File: config.mk
export PLATFORM = sky130hd
export DESIGN_NAME = buzzer_melody_sequencer
export DESIGN_NICKNAME = d
export VERILOG_FILES = /design/src/bms_pkg.sv /design/src/buzzer_melody_sequencer.sv
export SDC_FILE = /design/constraint.sdc
export NUM_CORES = 1
export LEC_CHECK = 0
export ABC_AREA = 1
export BUFFER_PORTS_ARGS = -buffer_cell sky130_fd_sc_hd__buf_4
export CAP_MARGIN = 20
export CORE_MARGIN = 2
export CORE_UTILIZATION = 56
export CTS_BUF_LIST = sky130_fd_sc_hd__clkbuf_16
export CTS_CLUSTER_SIZE = 16
export DETAILED_ROUTE_END_ITERATION = 12
export PLACE_DENSITY = 0.85
export SYNTH_ARGS = -nofsm -noshare
export SYNTH_HDL_FRONTEND = slang
export SYNTH_SLANG_ARGS = --single-unit
File: constraint.sdc
create_clock -name clock -period 4.6 [get_ports clock]
set_input_delay 0.46 -clock clock [delete_from_list [all_inputs] [get_ports clock]]
set_output_delay 0.46 -clock clock [all_outputs]
set_load 0.005 [all_outputs]
File: src/bms_pkg.sv
// ----------------------------------------------------------------------------
// bms_pkg: shared types, codes and note ROM for the buzzer melody sequencer
// The melody table gives the offset and length of each melody in the note ROM.
// Each ROM entry holds one note as a frequency and a duration.
// ----------------------------------------------------------------------------
package bms_pkg;

   // Note ROM geometry. The address covers the largest melody offset plus a
   // 3-bit note index.
   localparam int NOTE_ROM_DEPTH = 32;
   localparam int ROM_ADDR_W     = 5;
   localparam int FREQ_W         = 12;
   localparam int DUR_W          = 11;
   localparam int TIME_W         = 32;

   // Melody ids
   localparam logic [2:0] MEL_LOCK     = 3'd0;
   localparam logic [2:0] MEL_LOST     = 3'd1;
   localparam logic [2:0] MEL_FLIGHT   = 3'd2;
   localparam logic [2:0] MEL_GROUND   = 3'd3;
   localparam logic [2:0] MEL_DEBUG    = 3'd4;
   localparam logic [2:0] MEL_RECOVERY = 3'd5;

   // System mode codes
   localparam logic [1:0] MODE_FLIGHT = 2'd0;
   localparam logic [1:0] MODE_GROUND = 2'd1;
   localparam logic [1:0] MODE_DEBUG  = 2'd2;
   localparam logic [1:0] MODE_OTHER  = 2'd3;

   // System state codes
   localparam logic [1:0] ST_SEARCH   = 2'd0;
   localparam logic [1:0] ST_LOCK     = 2'd1;
   localparam logic [1:0] ST_RECOVERY = 2'd2;
   localparam logic [1:0] ST_OTHER    = 2'd3;

   typedef struct packed {
      logic [2:0]        melody_id;
      logic [2:0]        note_index;
      logic [TIME_W-1:0] note_start_ms;
      logic              playing;
   } play_state_type;

   typedef struct packed {
      logic [FREQ_W-1:0] freq;
      logic [DUR_W-1:0]  dur;
   } note_type;

   function automatic logic [ROM_ADDR_W-1:0] mel_off(input logic [2:0] id);
      logic [ROM_ADDR_W-1:0] off;
      case (id)
         MEL_LOCK:     off = 5'd0;
         MEL_LOST:     off = 5'd3;
         MEL_FLIGHT:   off = 5'd6;
         MEL_GROUND:   off = 5'd11;
         MEL_DEBUG:    off = 5'd14;
         MEL_RECOVERY: off = 5'd18;
         default:      off = 5'd0;
      endcase
      return off;
   endfunction

   function automatic logic [2:0] mel_len(input logic [2:0] id);
      logic [2:0] len;
      case (id)
         MEL_LOCK:     len = 3'd3;
         MEL_LOST:     len = 3'd3;
         MEL_FLIGHT:   len = 3'd5;
         MEL_GROUND:   len = 3'd3;
         MEL_DEBUG:    len = 3'd4;
         MEL_RECOVERY: len = 3'd2;
         default:      len = 3'd0;
      endcase
      return len;
   endfunction

   // Note ROM; entries past the table and past the ROM depth read as zero.
   function automatic note_type rom_note(input logic [ROM_ADDR_W-1:0] addr);
      note_type n;
      n = '0;
      if (int'(addr) < NOTE_ROM_DEPTH) begin
         case (addr)
            5'd0:    n = '{freq: 12'd880,  dur: 11'd120};
            5'd1:    n = '{freq: 12'd0,    dur: 11'd60};
            5'd2:    n = '{freq: 12'd1175, dur: 11'd220};
            5'd3:    n = '{freq: 12'd1175, dur: 11'd220};
            5'd4:    n = '{freq: 12'd0,    dur: 11'd80};
            5'd5:    n = '{freq: 12'd700,  dur: 11'd300};
            5'd6:    n = '{freq: 12'd523,  dur: 11'd90};
            5'd7:    n = '{freq: 12'd784,  dur: 11'd90};
            5'd8:    n = '{freq: 12'd1047, dur: 11'd90};
            5'd9:    n = '{freq: 12'd1319, dur: 11'd150};
            5'd10:   n = '{freq: 12'd784,  dur: 11'd220};
            5'd11:   n = '{freq: 12'd1047, dur: 11'd120};
            5'd12:   n = '{freq: 12'd784,  dur: 11'd120};
            5'd13:   n = '{freq: 12'd1047, dur: 11'd200};
            5'd14:   n = '{freq: 12'd523,  dur: 11'd200};
            5'd15:   n = '{freq: 12'd0,    dur: 11'd200};
            5'd16:   n = '{freq: 12'd523,  dur: 11'd200};
            5'd17:   n = '{freq: 12'd0,    dur: 11'd200};
            5'd18:   n = '{freq: 12'd2200, dur: 11'd300};
            5'd19:   n = '{freq: 12'd0,    dur: 11'd1700};
            default: n = '0;
         endcase
      end
      return n;
   endfunction

   function automatic note_type melody_note(input logic [2:0] id, input logic [2:0] idx);
      return rom_note(mel_off(id) + {2'b00, idx});
   endfunction

endpackage

File: src/buzzer_melody_sequencer.sv
// ----------------------------------------------------------------------------
// buzzer_melody_sequencer: tone melody sequencer for a status buzzer
// Plays short melodies from a fixed note ROM, one update beat in, one tone
// command beat out.
// ----------------------------------------------------------------------------
// Each request beat is one update tick and yields exactly one response beat.
// The block takes one beat per clock cycle when the response side keeps up
// and stalls the request side while reset is high. The state memory is read
// at the acceptance edge; the update runs in the following cycle and lands
// in the output register once that register is free or being drained, so
// a response stall holds the beat in the update stage until then. The
// playback state (melody, note index, note start time, playing flag) lives
// in a single-entry synchronous memory that is read at acceptance and
// written back when the beat moves to the output register; the value written
// on the same edge as a read is forwarded to the next beat. A mode change
// stops the tone and starts that mode's startup melody (none for mode
// other). Entering GPS lock plays the lock melody, dropping from lock back to
// searching plays the lost melody, and in recovery the recovery melody
// restarts whenever nothing plays. Notes advance when (now_ms - note start)
// modulo 2^32 reaches the note's duration. tone_freq and tone_len are zero
// unless tone_start is set. After reset the state reads as idle; send
// mode_changed on the first beat so the startup melody plays.
// ----------------------------------------------------------------------------
module buzzer_melody_sequencer (
   input  logic        clock,
   input  logic        reset,
   // request channel
   input  logic        req_valid,
   output logic        req_stall,
   input  logic [31:0] req_now_ms,
   input  logic        req_mode_changed,
   input  logic        req_state_changed,
   input  logic [1:0]  req_sys_mode,
   input  logic [1:0]  req_sys_state,
   input  logic [1:0]  req_prior_state,
   // response channel
   output logic        rsp_valid,
   input  logic        rsp_stall,
   output logic        rsp_tone_start,
   output logic        rsp_tone_stop,
   output logic [11:0] rsp_tone_freq,
   output logic [10:0] rsp_tone_len,
   output logic        rsp_is_playing
);

   // ------------------------------------------------------------------
   // Handshake
   // ------------------------------------------------------------------
   logic s1_vld_ff, s1_vld_in;
   logic rsp_vld_ff, rsp_vld_in;
   logic s1_go;
   logic req_take;

   // The update stage moves on whenever the output register is free or
   // is being drained this cycle. Hold off requests during reset.
   assign s1_go     = s1_vld_ff && (!rsp_vld_ff || !rsp_stall);
   assign req_stall = reset || (s1_vld_ff && !s1_go);
   assign req_take  = req_valid && !req_stall;

   assign s1_vld_in  = req_take || (s1_vld_ff && !s1_go);
   assign rsp_vld_in = s1_go || (rsp_vld_ff && rsp_stall);

   always_ff @(posedge clock) begin
      if (reset) begin
         s1_vld_ff  <= 1'b0;
         rsp_vld_ff <= 1'b0;
      end else begin
         s1_vld_ff  <= s1_vld_in;
         rsp_vld_ff <= rsp_vld_in;
      end
   end

   assign rsp_valid = rsp_vld_ff;

   // ------------------------------------------------------------------
   // Captured request beat
   // ------------------------------------------------------------------
   logic [31:0] now_ff;
   logic        mchg_ff;
   logic        schg_ff;
   logic [1:0]  mode_ff;
   logic [1:0]  st_ff;
   logic [1:0]  prev_ff;

   always_ff @(posedge clock) begin
      if (req_take) begin
         now_ff  <= req_now_ms;
         mchg_ff <= req_mode_changed;
         schg_ff <= req_state_changed;
         mode_ff <= req_sys_mode;
         st_ff   <= req_sys_state;
         prev_ff <= req_prior_state;
      end
   end

   // ------------------------------------------------------------------
   // Playback state memory, one entry, registered read
   // ------------------------------------------------------------------
   bms_pkg::play_state_type state_mem [0:0];
   bms_pkg::play_state_type rd_data_ff;
   bms_pkg::play_state_type wb_data_ff;
   bms_pkg::play_state_type cur_state;
   bms_pkg::play_state_type wr_state_in;
   logic                    mem_vld_ff;
   logic                    rd_vld_ff;
   logic                    fwd_ff;

   // Write back the updated state as the beat leaves the update stage.
   always_ff @(posedge clock) begin
      if (s1_go) begin
         state_mem[0] <= wr_state_in;
      end
   end

   // Read on acceptance; the read sees the old entry if a write lands on
   // the same edge, so flag that case for forwarding.
   always_ff @(posedge clock) begin
      if (req_take) begin
         rd_data_ff <= state_mem[0];
      end
   end

   always_ff @(posedge clock) begin
      if (s1_go) begin
         wb_data_ff <= wr_state_in;
      end
   end

   always_ff @(posedge clock) begin
      if (reset) begin
         mem_vld_ff <= 1'b0;
         rd_vld_ff  <= 1'b0;
         fwd_ff     <= 1'b0;
      end else begin
         if (s1_go) begin
            mem_vld_ff <= 1'b1;
         end
         if (req_take) begin
            rd_vld_ff <= mem_vld_ff;
            fwd_ff    <= s1_go;
         end
      end
   end

   // An entry never written reads as the idle reset state.
   always_comb begin
      if (fwd_ff) begin
         cur_state = wb_data_ff;
      end else if (rd_vld_ff) begin
         cur_state = rd_data_ff;
      end else begin
         cur_state = '0;
      end
   end

   // ------------------------------------------------------------------
   // Update
   // ------------------------------------------------------------------
   logic                 begin_en;
   logic [2:0]           begin_id;
   bms_pkg::note_type    begin_note;
   bms_pkg::note_type    cur_note;
   bms_pkg::note_type    next_note;
   logic [31:0]          elapsed;
   logic                 note_done;
   logic [2:0]           next_idx;
   logic                 tone_start;
   logic                 tone_stop;
   logic [11:0]          tone_freq;
   logic [10:0]          tone_len;

   // Pick the melody to start, if any. Every melody's first note has a
   // nonzero duration, so a melody started here never advances in the
   // same beat.
   always_comb begin
      begin_en = 1'b0;
      begin_id = bms_pkg::MEL_LOCK;
      if (mchg_ff) begin
         begin_en = (mode_ff != bms_pkg::MODE_OTHER);
         case (mode_ff)
            bms_pkg::MODE_FLIGHT: begin_id = bms_pkg::MEL_FLIGHT;
            bms_pkg::MODE_GROUND: begin_id = bms_pkg::MEL_GROUND;
            bms_pkg::MODE_DEBUG:  begin_id = bms_pkg::MEL_DEBUG;
            default:              begin_id = bms_pkg::MEL_LOCK;
         endcase
      end else if (schg_ff && st_ff == bms_pkg::ST_SEARCH
                   && prev_ff == bms_pkg::ST_LOCK) begin
         begin_en = 1'b1;
         begin_id = bms_pkg::MEL_LOST;
      end else if (schg_ff && st_ff == bms_pkg::ST_LOCK) begin
         begin_en = 1'b1;
         begin_id = bms_pkg::MEL_LOCK;
      end else if (st_ff == bms_pkg::ST_RECOVERY && !cur_state.playing) begin
         begin_en = 1'b1;
         begin_id = bms_pkg::MEL_RECOVERY;
      end
   end

   assign begin_note = bms_pkg::melody_note(begin_id, 3'd0);
   assign cur_note   = bms_pkg::melody_note(cur_state.melody_id, cur_state.note_index);
   assign next_idx   = cur_state.note_index + 3'd1;
   assign next_note  = bms_pkg::melody_note(cur_state.melody_id, next_idx);
   assign elapsed    = now_ff - cur_state.note_start_ms;
   assign note_done  = cur_state.playing && (elapsed >= {21'd0, cur_note.dur});

   always_comb begin
      wr_state_in = cur_state;
      tone_start  = 1'b0;
      tone_stop   = 1'b0;
      tone_freq   = '0;
      tone_len    = '0;
      if (mchg_ff) begin
         // Stop whatever plays, then start the mode's startup melody, if any.
         tone_stop   = 1'b1;
         wr_state_in = '0;
      end
      if (begin_en) begin
         wr_state_in.melody_id     = begin_id;
         wr_state_in.note_index    = 3'd0;
         wr_state_in.note_start_ms = now_ff;
         wr_state_in.playing       = 1'b1;
         tone_start                = 1'b1;
         tone_freq                 = begin_note.freq;
         tone_len                  = begin_note.dur;
      end else if (!mchg_ff && note_done) begin
         if (next_idx >= bms_pkg::mel_len(cur_state.melody_id)) begin
            // Past the last note: silence and drop back to idle.
            tone_stop   = 1'b1;
            wr_state_in = '0;
         end else begin
            wr_state_in.note_index    = next_idx;
            wr_state_in.note_start_ms = now_ff;
            tone_start                = 1'b1;
            tone_freq                 = next_note.freq;
            tone_len                  = next_note.dur;
         end
      end
   end

   // ------------------------------------------------------------------
   // Output register; holds while the response side stalls
   // ------------------------------------------------------------------
   logic        out_start_ff;
   logic        out_stop_ff;
   logic [11:0] out_freq_ff;
   logic [10:0] out_len_ff;
   logic        out_play_ff;

   always_ff @(posedge clock) begin
      if (s1_go) begin
         out_start_ff <= tone_start;
         out_stop_ff  <= tone_stop;
         out_freq_ff  <= tone_freq;
         out_len_ff   <= tone_len;
         out_play_ff  <= wr_state_in.playing;
      end
   end

   assign rsp_tone_start = out_start_ff;
   assign rsp_tone_stop  = out_stop_ff;
   assign rsp_tone_freq  = out_freq_ff;
   assign rsp_tone_len   = out_len_ff;
   assign rsp_is_playing = out_play_ff;

endmodule
* After elaboration in Yosys (flattened, before gate mapping) *
Memories as Yosys holds them, arrays and structs flattened. A register that Yosys moved wholly into a read port is not among the register bits.
Cells that the tools add are included.

operators by class
  add/sub/neg operators = 4
  muxes and demuxes = 36
  reductions and logical operators = 24
  order comparisons = 2
  equal/unequal tests = 16

operators with widths
  operator             count
  $mux 39              5
  $pmux 5 s5           2
  $mux 12              3
  $mux 35              1
  $mux 11              3
  $ge 32x11->1         1
  $sub 32x32->32       1
  $mux 3               7
  $mux 1               13
  $eq 3x2->1 const B   4
  $eq 3x3->1 const B   4
  $pmux 3 s4           1
  $add 5x3->5          2
  $logic_and 1x1->1    10
  $pmux 3 s3           1
  $eq 2x1->1 const B   3
  $eq 3x1->1 const B   2
  $logic_not 1->1      6
  $eq 2x2->1 const B   2
  $logic_not 2->1      2
  $logic_or 1x1->1     4
  $add 3x1->3 const B  1
  $ge 3x3->1           1
  $logic_not 3->1      1
  other kinds (2)      2

storage, ports and cells
  bits in registers = 109
  logic and storage cells = 105
  input bits = 44
  output and inout bits = 28
  memory bits (read-only) = 2112
  memories = 4
  bits in writable memories = 39

memory list
  memory           words  width  read ports  clocked after memory_dff  write ports  line                           RTL
  (no name shown)  32     22     1           0                         0            bms_pkg.sv:81                  case (addr)
  (no name shown)  32     22     1           0                         0            bms_pkg.sv:81
  (no name shown)  32     22     1           0                         0            bms_pkg.sv:81
  state_mem        1      39     1           1                         1            buzzer_melody_sequencer.sv:99  bms_pkg::play_state_type state_mem [0:0];

* Depth between registers and ports, before layout *
Gate-level depths: netlist (run 1).
An unclocked memory read counts as a cell.

  depth after elaboration = 15
  depth in mapped cells = 40
  gate-level depth less buffers = 38

* Least setup slack after synthesis (run 1) *
Ideal clock, no wire load.

  path kind = flip-flop to flip-flop
  start point = register fwd_ff
  end point = register out_freq_ff[2], in the netlist rsp_tone_freq[2], data pin
  arrival time = 4.574 ns
  path buffers = 2
  clock period less this slack = 4.828 ns
  path slack = -0.228 ns
  stages on the path, launching flop included = 35
  data required time = 4.346 ns
  library setup time = 0.254 ns
  path through = dfxtp_1 > buf_6 > inv_4 > nand2_1 > nand2_2 > clkinv_2 > ha_1 > inv_1 > nand2_4 > inv_1 > nor3_1 > ha_1 > inv_1 > fa_1 > inv_1 > ha_1 > o21ai_0 > o21ai_1 > ha_1 > a21oi_1 > o21a_1 > nand2_1 > nand2_1 > nand2_1 > nand2_1 > nand2_1 > nor2_1 > nand2_1 > nor2_2 > nand3_4 > nand2_4 > inv_4 > buf_6 > nand3_1 > nand2_1

on the way
  cells in the longest elaborated chain, start to end = 11
  elaborated cells between the ends (all ways) = 42
  those cells by class = add/sub (4); order compare (2); eq/ne (10); mux (17); reduce/logical (6); memory (3)

ends and longest elaborated chain
  item                                                  line                            RTL
  start, declared                                       buzzer_melody_sequencer.sv:106  logic fwd_ff;
  start signal, assigned                                buzzer_melody_sequencer.sv:140  fwd_ff <= s1_go;
  $mux 39 (*)                                           buzzer_melody_sequencer.sv:147  if (fwd_ff) begin
  branches (longest 9 deep; another with $ge 32x11->1)  --
  $mux 12 (*)                                           buzzer_melody_sequencer.sv:217  if (begin_en) begin
  net tone_freq[2]                                      buzzer_melody_sequencer.sv:169  logic [11:0] tone_freq;
  end signal, assigned                                  buzzer_melody_sequencer.sv:253  out_freq_ff <= tone_freq;
  end, declared                                         buzzer_melody_sequencer.sv:245  logic [11:0] out_freq_ff;

Mark *: on every way through the listed nets, which the timed path passes. The select of a mux whose other input is x is not followed.
A chain may end at the register's enable or synchronous reset.

==> results.py, run 1 <==
metrics = {
    "critical_path": {
        "r2r_end": "wb_data_ff[5]",
        "reg2reg_depth": 33,
        "crit_path_end_kind": "flop",
        "arrival_ps": 4870,
        "critical_path.slowest_cell": "fa_2",
        "critPathMaxFanout": 8,
        "regToRegStartpoint": "rd_data_ff[38]",
        "r2r_setup_slack_ps": -80,
        "critical_path_class": "reg -> reg",
        "cpPeakStageDelay_ps": 620,
        "cp-start-kind": "flop",
        "worstPathRequired_ps": 4790,
        "cp_common_cell": "nand2_1",
    },
    "detailed_routing": {
        "dr.first_iter.drc_count": 1001,
        "viasPerCell": 5.71,
        "drtAntennaViolNets": 0,
        "drc": 0,
        "routedWlPerCell_um": 17.1,
        "dr.pass1.iters": 8,
        "vias": 9405,
        "routed_wl_um": 28200,
    },
    "power_and_ir_drop": {
        "pwr-share-clk": 0.349,
        "p_comb_frac": 0.276,
        "p_leak_nw": 5.72,
        "internal-power_mw": 2.81,
        "p_sw_frac": 0.327,
        "max-vdd-ir-drop_mv": 0.444,
        "p_per_area_nw_per_um2": 339,
        "sequentialPowerShare": 0.375,
        "p_switching_mw": 1.37,
    },
    "cells_and_area": {
        "nFillCells": 1395,
        "finalNonFillerCells": 1647,
        "postLayoutCoreUtil": 0.687,
        "diodes": 0,
        "drive_above_1_share": 0.209,
        "fin_nets": 1517,
        "area_growth_pct": 20.8,
    },
    "synth": {
        "async_reset_ff_frac": 0,
        "ys_warn_count": 0,
        "syn_area_per_cell_um2": 7.88,
        "synthesis.nets": 1403,
        "synth.distinct_cells": 50,
        "yosysSeqAreaShare": 0.423,
        "ys.flop_type": "edfxtp_1",
        "yosysTopAreaCell": "edfxtp_1",
        "syn_inst": 1292,
        "ys_ff_latch": 145,
        "netlist_top_cells_area": "edfxtp_1 (41%), nand2_1 (16%), ha_1 (7.9%)",
        "synth.top_cell.area_share": 0.413,
        "synth_edf_count": 140,
        "syn_area_um2": 10200,
    },
    "floorplanning": {
        "core_area_um2": 17900,
        "die_area_um2": 19300,
        "die_x_um": 139,
        "initial_utilization": 0.569,
        "rows": 49,
        "pin_count": 72,
        "fp.dieH_um": 139,
    },
    "clock_network": {
        "cts_buffers": 17,
        "cts_tree": "yes",
        "cts.clk_slew.worst_paths_ps": 70,
        "clockBufferDepth": 2,
        "cts_htree_levels": 4,
        "clk-insertion-delay-late_ps": 440,
        "clkSinkCount": 145,
        "clockRootBuffer": "clkbuf_16",
    },
    "worst_hold_path": {
        "worstHoldStart": "req_now_ms[7]",
        "hold_path_end": "now_ff[7]",
        "hold_depth": 1,
        "min-delay-path-class": "in -> reg",
    },
    "outcome": {
        "status": "finished with violations",
        "violations": "setup timing",
    },
    "timing": {
        "fin_crit_ps": 4680,
        "fin_ws_ps": -83.2,
        "finalClockSkew_ps": 11.7,
        "setup_viol": 51,
        "fmax_mhz": 214,
        "finalCritPeriodShare": 1.02,
        "worstMarginPinSlew_ps": 956,
        "grt_setup_unrepaired": "yes",
        "hold_viol": 0,
        "finalSetupTns_ps": -2360,
        "slew_headroom": 0.361,
        "whs_ps": 191,
        "slew_viol_final": 0,
    },
    "placed_design": {
        "gp_congestion": 0.981,
        "dpl.hpwl_um": 19100,
        "io_buffers": 70,
        "dp_cells": 1598,
    },
    "global_routing": {
        "grt_pass1_wl_um": 44900,
        "grt_max_degree": 47,
        "gr-usage-all-layers": 0.288,
        "antenna_found_initial": 0,
        "grt_overflow_total": 0,
        "grt_pass1_vias": 9218,
    },
    "run": {
        "drv_cap": 0,
    },
}
-- metrics by stage --
| step | setup WS [ps] | area [um2] | power (mW) |
|---|---|---|---|
| after floorplan | -25.6 | 10300 | 2.32 |
| after global placement | 37.4 | 11200 | 2.59 |
| after detailed placement | -115 | 11200 | 2.61 |
| after CTS | 3.58 | 12000 | 4.11 |
| after global routing | -336 | 12300 | 4.36 |
| final | -83.2 | 12300 | 4.17 |
-- cells in the mapped netlist (4+ instances only) --
library cell  number
a22oi_1           32
nand3b_1           6
nor2_1           116
nand4_1           10
inv_2             10
o211ai_1           5
nand2_1          423
xor2_1             8
buf_4              7
buf_6             11
inv_1            152
a31oi_1            4
nor2_2             7
a21oi_1           39
nand2_4            7
edfxtp_1         140
buf_2              4
o21ai_1            9
buf_1              4
o21ai_0           20
nor3_1             6
ha_1              64
dfxtp_1            5
nand3_2            6
o21bai_1           6
clkbuf_1           9
nand3_1          127
nand2_2           16
-- worst max-delay path, delay by kind of cell (launching register included) --
family | cells | cell delay [ps]
buf+inv | 6 | 520
flops | 1 | 390
fa+ha+maj | 5 | 1570
simple gates | 18 | 1410
compound gates | 4 | 550
-- how the worst max path moves through the flow --
stage,endpoint,slack (ps),start
final,wb_data_ff[5],-80,rd_data_ff[38]
after CTS,wb_data_ff[5],4,rd_data_ff[38]
after global routing,wb_data_ff[9],-340,rd_data_ff[38]
after global placement,wb_data_ff[17],40,rd_data_ff[38]
after floorplan,rsp_tone_freq[2],-30,fwd_ff
after detailed placement,wb_data_ff[5],-120,rd_data_ff[38]
-- logic make-up after synthesis --
group / Yosys count / synth area share
AND/OR/NAND/NOR: 740 / 0.319
flip-flops: 145 / 0.423
adder cells (fa/ha/maj): 67 / 0.0846
other: 1 / 0.000368
XOR/XNOR: 12 / 0.0111
buffers and inverters: 204 / 0.0871
AO/OA/AOI/OAI: 123 / 0.0755
-- layout by cell type (no fill, tap or decap), types with 10 or more instances in the layout --
cell	netlist	final
nand2_1	423	385
inv_1	152	146
edfxtp_1	140	140
nand3_1	127	122
buf_4	7	117
nor2_1	116	114
ha_1	64	54
nand2_2	16	47
a21oi_1	39	33
a22oi_1	32	32
clkbuf_16	0	18
inv_2	10	14
o21ai_0	20	14
nand2_4	7	12
o21ai_1	9	12
nand4_1	10	10
-- state kept, by name (all words and copies together) (netlist names), 2 cells and up --
name	cells
rsp_tone_len	9
wb_data_ff	35
rd_data_ff	39
prev_ff	2
mode_ff	2
state_mem	4
rsp_tone_freq	11
st_ff	2
now_ff	32
-- power groups by stage --
stage | Sequential (mW) | Clock, mW | Combinational [mW]
after CTS | 1.56 | 1.47 | 1.08
after floorplan | 1.58 | 0 | 0.743
after detailed placement | 1.59 | 0 | 1.02
after global routing | 1.57 | 1.52 | 1.27
final | 1.56 | 1.46 | 1.15
after global placement | 1.59 | 0 | 1.01
-- routing by layer --
layer / vias up / routed length (um) / share of wire / track usage
met1: 4414 / 11200 / 0.40 / 0.353
met4: 0 / 867 / 0.031 / 0.122
li1: 4489 / - / - / -
met3: 79 / 1840 / 0.065 / 0.0597
met5: - / 0 / 0 / 0
met2: 423 / 14300 / 0.51 / 0.496
-- cell type report --
type | count | area, um2 | share of cell area
Sequential cell | 145 | 4310 | 0.350
Timing Repair Buffer | 130 | 1110 | 0.0906
Multi-Input combinational cell | 943 | 5330 | 0.433
Tap cell | 229 | 287 | 0.0233
Clock inverter | 14 | 178 | 0.0144
Inverter | 169 | 658 | 0.0535
Clock buffer | 17 | 425 | 0.0346
-- what timing repair did --
item | CTS | global route
setup buffers | 2 | 13
gates cloned | 2 | 1
hold buffers | 0 | 0
endpoints found under the hold margin | 0 | 0
setup endpoints to repair | 61 | 61
gates resized for setup | 22 | 63
pin swaps | 17 | 8
(Power assumes the default switching activity.)
==> inputs of run 2 (changes only) <==
- CORE_MARGIN: 2 -> 8
==> results.py, run 2 (synthesis gave the netlist of run 1 again) <==
metrics = {
    "outcome": {
        "status": "finished with violations",
        "violations": "setup timing",
    },
    "run": {
        "drv_cap": 0,
    },
    "clock_network": {
        "cts_buffers": 17,
        "clockBufferDepth": 2,
        "cts.clk_slew.worst_paths_ps": 70,
        "clkSinkCount": 145,
        "cts_tree": "yes",
        "ctsHoldBuffers": 0,
        "cts_htree_levels": 4,
        "clockRootBuffer": "clkbuf_16",
        "clk-insertion-delay-late_ps": 440,
    },
    "critical_path": {
        "critical_path_class": "reg -> reg",
        "cpPeakStageDelay_ps": 400,
        "worstPathRequired_ps": 4790,
        "cp-start-kind": "flop",
        "critPathTopFamily": "simple AND/OR/NAND/NOR gates",
        "crit_path_end_kind": "flop",
        "critPathMaxFanout": 8,
        "cp_common_cell": "nand2_1",
        "critPathBufInv": 5,
        "arrival_ps": 4870,
        "critical_path.slowest_cell": "edfxtp_1",
    },
    "floorplanning": {
        "rows": 49,
        "core_area_um2": 17900,
        "die_x_um": 151,
        "initial_utilization": 0.569,
        "fp.dieH_um": 151,
        "die_area_um2": 22700,
        "pin_count": 72,
    },
    "cells_and_area": {
        "largest_reg_flops": 39,
        "diodes": 0,
        "fin_nets": 1503,
        "drive_above_1_share": 0.195,
        "layout_common_cells": "nand2_1 (383), inv_1 (148), edfxtp_1 (140)",
        "final_common_cell": "nand2_1",
        "multiInputGateArea_um2": 5340,
        "postLayoutCoreUtil": 0.673,
        "area_growth_pct": 18.3,
        "regMostFlops": "rd_data_ff",
        "nFillCells": 1425,
        "top_regs": "rd_data_ff (39), wb_data_ff (35), now_ff (32)",
        "regArea_um2": 4310,
    },
    "power_and_ir_drop": {
        "p_leak_nw": 5.57,
        "p_per_area_nw_per_um2": 332,
        "p_total_mw": 4.00,
        "max-vdd-ir-drop_mv": 0.433,
    },
    "worst_hold_path": {
        "min-delay-path-class": "in -> reg",
    },
    "timing": {
        "setup_viol": 33,
        "grt_setup_unrepaired": "yes",
        "slew_viol_final": 0,
        "fmax_mhz": 214,
        "finalCritPeriodShare": 1.02,
        "hold_viol": 0,
        "fin_ws_ps": -73.8,
        "slew_headroom": 0.430,
        "fin_crit_ps": 4670,
        "worstMarginPinSlew_ps": 854,
        "finalClockSkew_ps": 17.2,
    },
    "detailed_routing": {
        "viasPerCell": 5.68,
        "drtAntennaViolNets": 0,
        "dr.first_iter.drc_count": 730,
        "dr.pass1.iters": 7,
        "routed_wl_um": 27800,
        "routedWlPerCell_um": 17.0,
        "vias": 9273,
        "drc": 0,
    },
    "placed_design": {
        "dpl.hpwl_um": 19100,
        "gp_congestion": 0.950,
        "pre_cts_slack_ps": -271,
        "io_buffers": 70,
    },
    "global_routing": {
        "grt_pass1_wl_um": 45100,
        "grt_max_degree": 75,
        "gr-usage-all-layers": 0.250,
        "grt_pass1_vias": 9264,
        "grt_overflow_total": 0,
        "antenna_found_initial": 0,
    },
}
==> run 2: final cells by class <==
| cell class | count | area share |
|---|---|---|
| clock inverter | 15 | 0.0109 |
| inverter | 169 | 0.0544 |
| clock buffer | 17 | 0.0353 |
| sequential | 145 | 0.358 |
| tap | 229 | 0.0238 |
| timing repair buffer | 112 | 0.0746 |
| multi-input combinational | 947 | 0.443 |
==> run 2: stage by stage <==
stage / setup TNS, ps / area, um2 / cells / hold WS (ps)
2_1_floorplan: -530 / 10300 / 1292 / 426
3_3_place_gp: -992 / 11100 / 1590 / 428
3_5_place_dp: -9670 / 11100 / 1590 / 436
4_1_cts: -572 / 12000 / 1632 / 183
5_1_grt: -20670 / 12000 / 1634 / 180
6_report: -1370 / 12000 / 1634 / 186
==> run 2: layer usage <==
| layer | track usage | vias up | routed length, um |
|---|---|---|---|
| li1 | - | 4476 | - |
| met3 | 0.0433 | 85 | 1770 |
| met5 | 0 | - | 0 |
| met2 | 0.431 | 401 | 13600 |
| met1 | 0.298 | 4311 | 11300 |
| met4 | 0.123 | 0 | 1160 |
==> run 2: what timing repair did <==
item,4_1_cts,5_1_grt
gates resized for setup,49,22
buffers inserted,6,3
gates cloned,4,0
pin swaps,23,12
endpoints found under the setup margin,61,61
==> run 2: final timing paths <==
kind                        from             end  slack (ps)  cells past startpoint
hold reg to reg   wb_data_ff[14]  rd_data_ff[14]         440                      0
hold / removal     req_now_ms[3]       now_ff[3]         190                      1
setup / recovery  rd_data_ff[38]  wb_data_ff[21]         -70                     34
setup reg to reg  rd_data_ff[38]  wb_data_ff[21]         -70                     34
==> run 2: power breakdown <==
| group | switching [mW] | internal, mW |
|---|---|---|
| sequential | 0.0371 | 1.53 |
| clock | 0.623 | 0.704 |
| combinational | 0.712 | 0.392 |
==> inputs of run 3 (changes only) <==
- CAP_MARGIN: 20 -> default
- CELL_PAD_IN_SITES_DETAIL_PLACEMENT: default -> 1
- CELL_PAD_IN_SITES_GLOBAL_PLACEMENT: default -> 2
- CORE_UTILIZATION: 56 -> 33
- PLACE_DENSITY: 0.85 -> 0.84
==> results.py, run 3 (synthesis gave the netlist of run 1 again) <==
metrics = {
    "cells_and_area": {
        "final_common_cell": "nand2_1",
        "finalNonFillerCells": 1828,
        "largest_reg_flops": 39,
        "diodes": 0,
        "multiInputGateArea_um2": 5360,
        "nFillCells": 3659,
        "regArea_um2": 4310,
        "top_regs": "rd_data_ff (39), wb_data_ff (35), now_ff (32)",
        "regMostFlops": "rd_data_ff",
        "area_growth_pct": 23.7,
        "fin_nets": 1532,
        "drive_above_1_share": 0.212,
        "final_area_um2": 12600,
        "layout_common_cells": "nand2_1 (394), inv_1 (147), edfxtp_1 (140)",
    },
    "critical_path": {
        "critPathMaxFanout": 6,
        "arrival_ps": 4940,
        "regToRegStartpoint": "state_mem[0][38]",
        "startpoint": "state_mem[0][38]",
        "r2r_end": "state_mem[0][35]",
        "critPathTopFamily": "adder cells",
        "critical_path_class": "reg -> reg",
        "critical_path.slowest_cell": "fa_2",
        "crit_path_end_kind": "flop",
        "cp-start-kind": "flop",
        "cp_common_cell": "nand2_1",
        "critPathBufInv": 10,
        "r2r_setup_slack_ps": -160,
        "reg2reg_depth": 36,
        "cpPeakStageDelay_ps": 640,
        "worstPathRequired_ps": 4780,
    },
    "global_routing": {
        "grt_pass1_wl_um": 51300,
        "gr-usage-all-layers": 0.177,
        "grt_overflow_total": 0,
        "antenna_found_initial": 0,
        "grt_pass1_vias": 9866,
        "grt_max_degree": 43,
    },
    "power_and_ir_drop": {
        "p_per_area_nw_per_um2": 326,
        "max-vdd-ir-drop_mv": 0.249,
        "p_leak_nw": 5.77,
        "p_total_mw": 4.11,
    },
    "timing": {
        "hold_viol": 0,
        "worstMarginPinSlew_ps": 970,
        "slew_viol_final": 0,
        "finalClockSkew_ps": 11.4,
        "finalCritPeriodShare": 1.03,
        "grt_setup_unrepaired": "yes",
        "fin_ws_ps": -159,
        "fmax_mhz": 210,
        "slew_headroom": 0.352,
        "fin_crit_ps": 4760,
        "setup_viol": 59,
    },
    "detailed_routing": {
        "dr_wl_met2_um": 16500,
        "drc": 0,
        "vias": 9033,
        "highest-signal-layer": "met4",
        "drt-met1-wl_um": 14200,
        "dr.first_iter.drc_count": 287,
        "wl_met3_um": 962,
        "routedWlPerCell_um": 17.7,
        "drtAntennaViolNets": 0,
        "viasPerCell": 4.94,
        "routed_wl_um": 32300,
        "dr.pass1.iters": 4,
    },
    "placed_design": {
        "gp_congestion": 0.857,
        "dpl_cell_area_um2": 11600,
        "pre_cts_slack_ps": -237,
        "dpl.hpwl_um": 23900,
        "io_buffers": 70,
        "dp_cells": 1785,
    },
    "clock_network": {
        "clockBufferDepth": 2,
        "cts_tree": "yes",
        "clk-insertion-delay-late_ps": 450,
        "clkSinkCount": 145,
        "cts_htree_levels": 4,
        "cts_buffers": 17,
        "clockRootBuffer": "clkbuf_16",
        "cts.clk_slew.worst_paths_ps": 70,
        "ctsHoldBuffers": 0,
    },
    "floorplanning": {
        "rows": 64,
        "core_area_um2": 30500,
        "pin_count": 72,
        "die_x_um": 192,
        "die_area_um2": 36700,
        "initial_utilization": 0.334,
        "fp.dieH_um": 192,
    },
    "worst_hold_path": {
        "hold_path_end": "now_ff[4]",
        "hold_depth": 1,
        "min-delay-path-class": "in -> reg",
        "worstHoldStart": "req_now_ms[4]",
    },
    "outcome": {
        "status": "finished with violations",
        "violations": "setup timing",
    },
    "run": {
        "drv_cap": 0,
    },
}
-- run 3: cell types whose count changed in the layout (fill, tap and decap cells not counted), sizes merged --
cell,delta
buf,+28
bufinv,+2
clkbuf,+2
clkinv,+1
clkinvlp,-3
nand2,-3
-- run 3: repair_timing --
item | 4_1_cts | 5_1_grt
endpoints found under the setup margin | 61 | 61
resized for setup | 59 | 23
pin swaps | 31 | 10
cloned | 1 | 5
setup buffers | 7 | 1
-- run 3: cell type report --
cell class | instances | area share
clock inverter | 13 | 0.0110
inverter | 169 | 0.0528
timing repair buffer | 142 | 0.0948
sequential | 145 | 0.342
timing repair inverter | 2 | 0.00139
tap | 396 | 0.0393
multi-input combinational | 944 | 0.425
clock buffer | 17 | 0.0338
-- run 3: how the worst max path moves through the flow --
stage	endpoint	slack (ps)	cells past startpoint
2_1_floorplan	rsp_tone_freq[2]	-30	37
3_3_place_gp	wb_data_ff[18]	-50	33
3_5_place_dp	state_mem[0][32]	-240	35
4_1_cts	state_mem[0][35]	-80	33
5_1_grt	state_mem[0][35]	-560	36
6_report	state_mem[0][35]	-160	36
-- run 3: stage by stage --
step | setup TNS, ps | hold slack [ps] | util
4_1_cts | -3170 | 159 | 0.407
6_report | -6260 | 183 | 0.413
2_1_floorplan | -530 | 426 | -
5_1_grt | -31110 | 168 | 0.413
3_3_place_gp | -1640 | 428 | 0.379
3_5_place_dp | -11900 | 435 | 0.379
-- run 3: layer usage --
metal | track usage | vias up
li1 | - | 4510
met1 | 0.207 | 4366
met2 | 0.320 | 111
met3 | 0.0332 | 46
met4 | 0.0580 | 0
met5 | 0 | -
-- run 3: report_power, final --
part           internal (mW)  switching (mW)  leakage (nW)
Sequential              1.53          0.0357          1.36
Combinational          0.428           0.743          4.14
Clock                  0.793           0.578         0.274
Total                   2.75            1.36          5.77
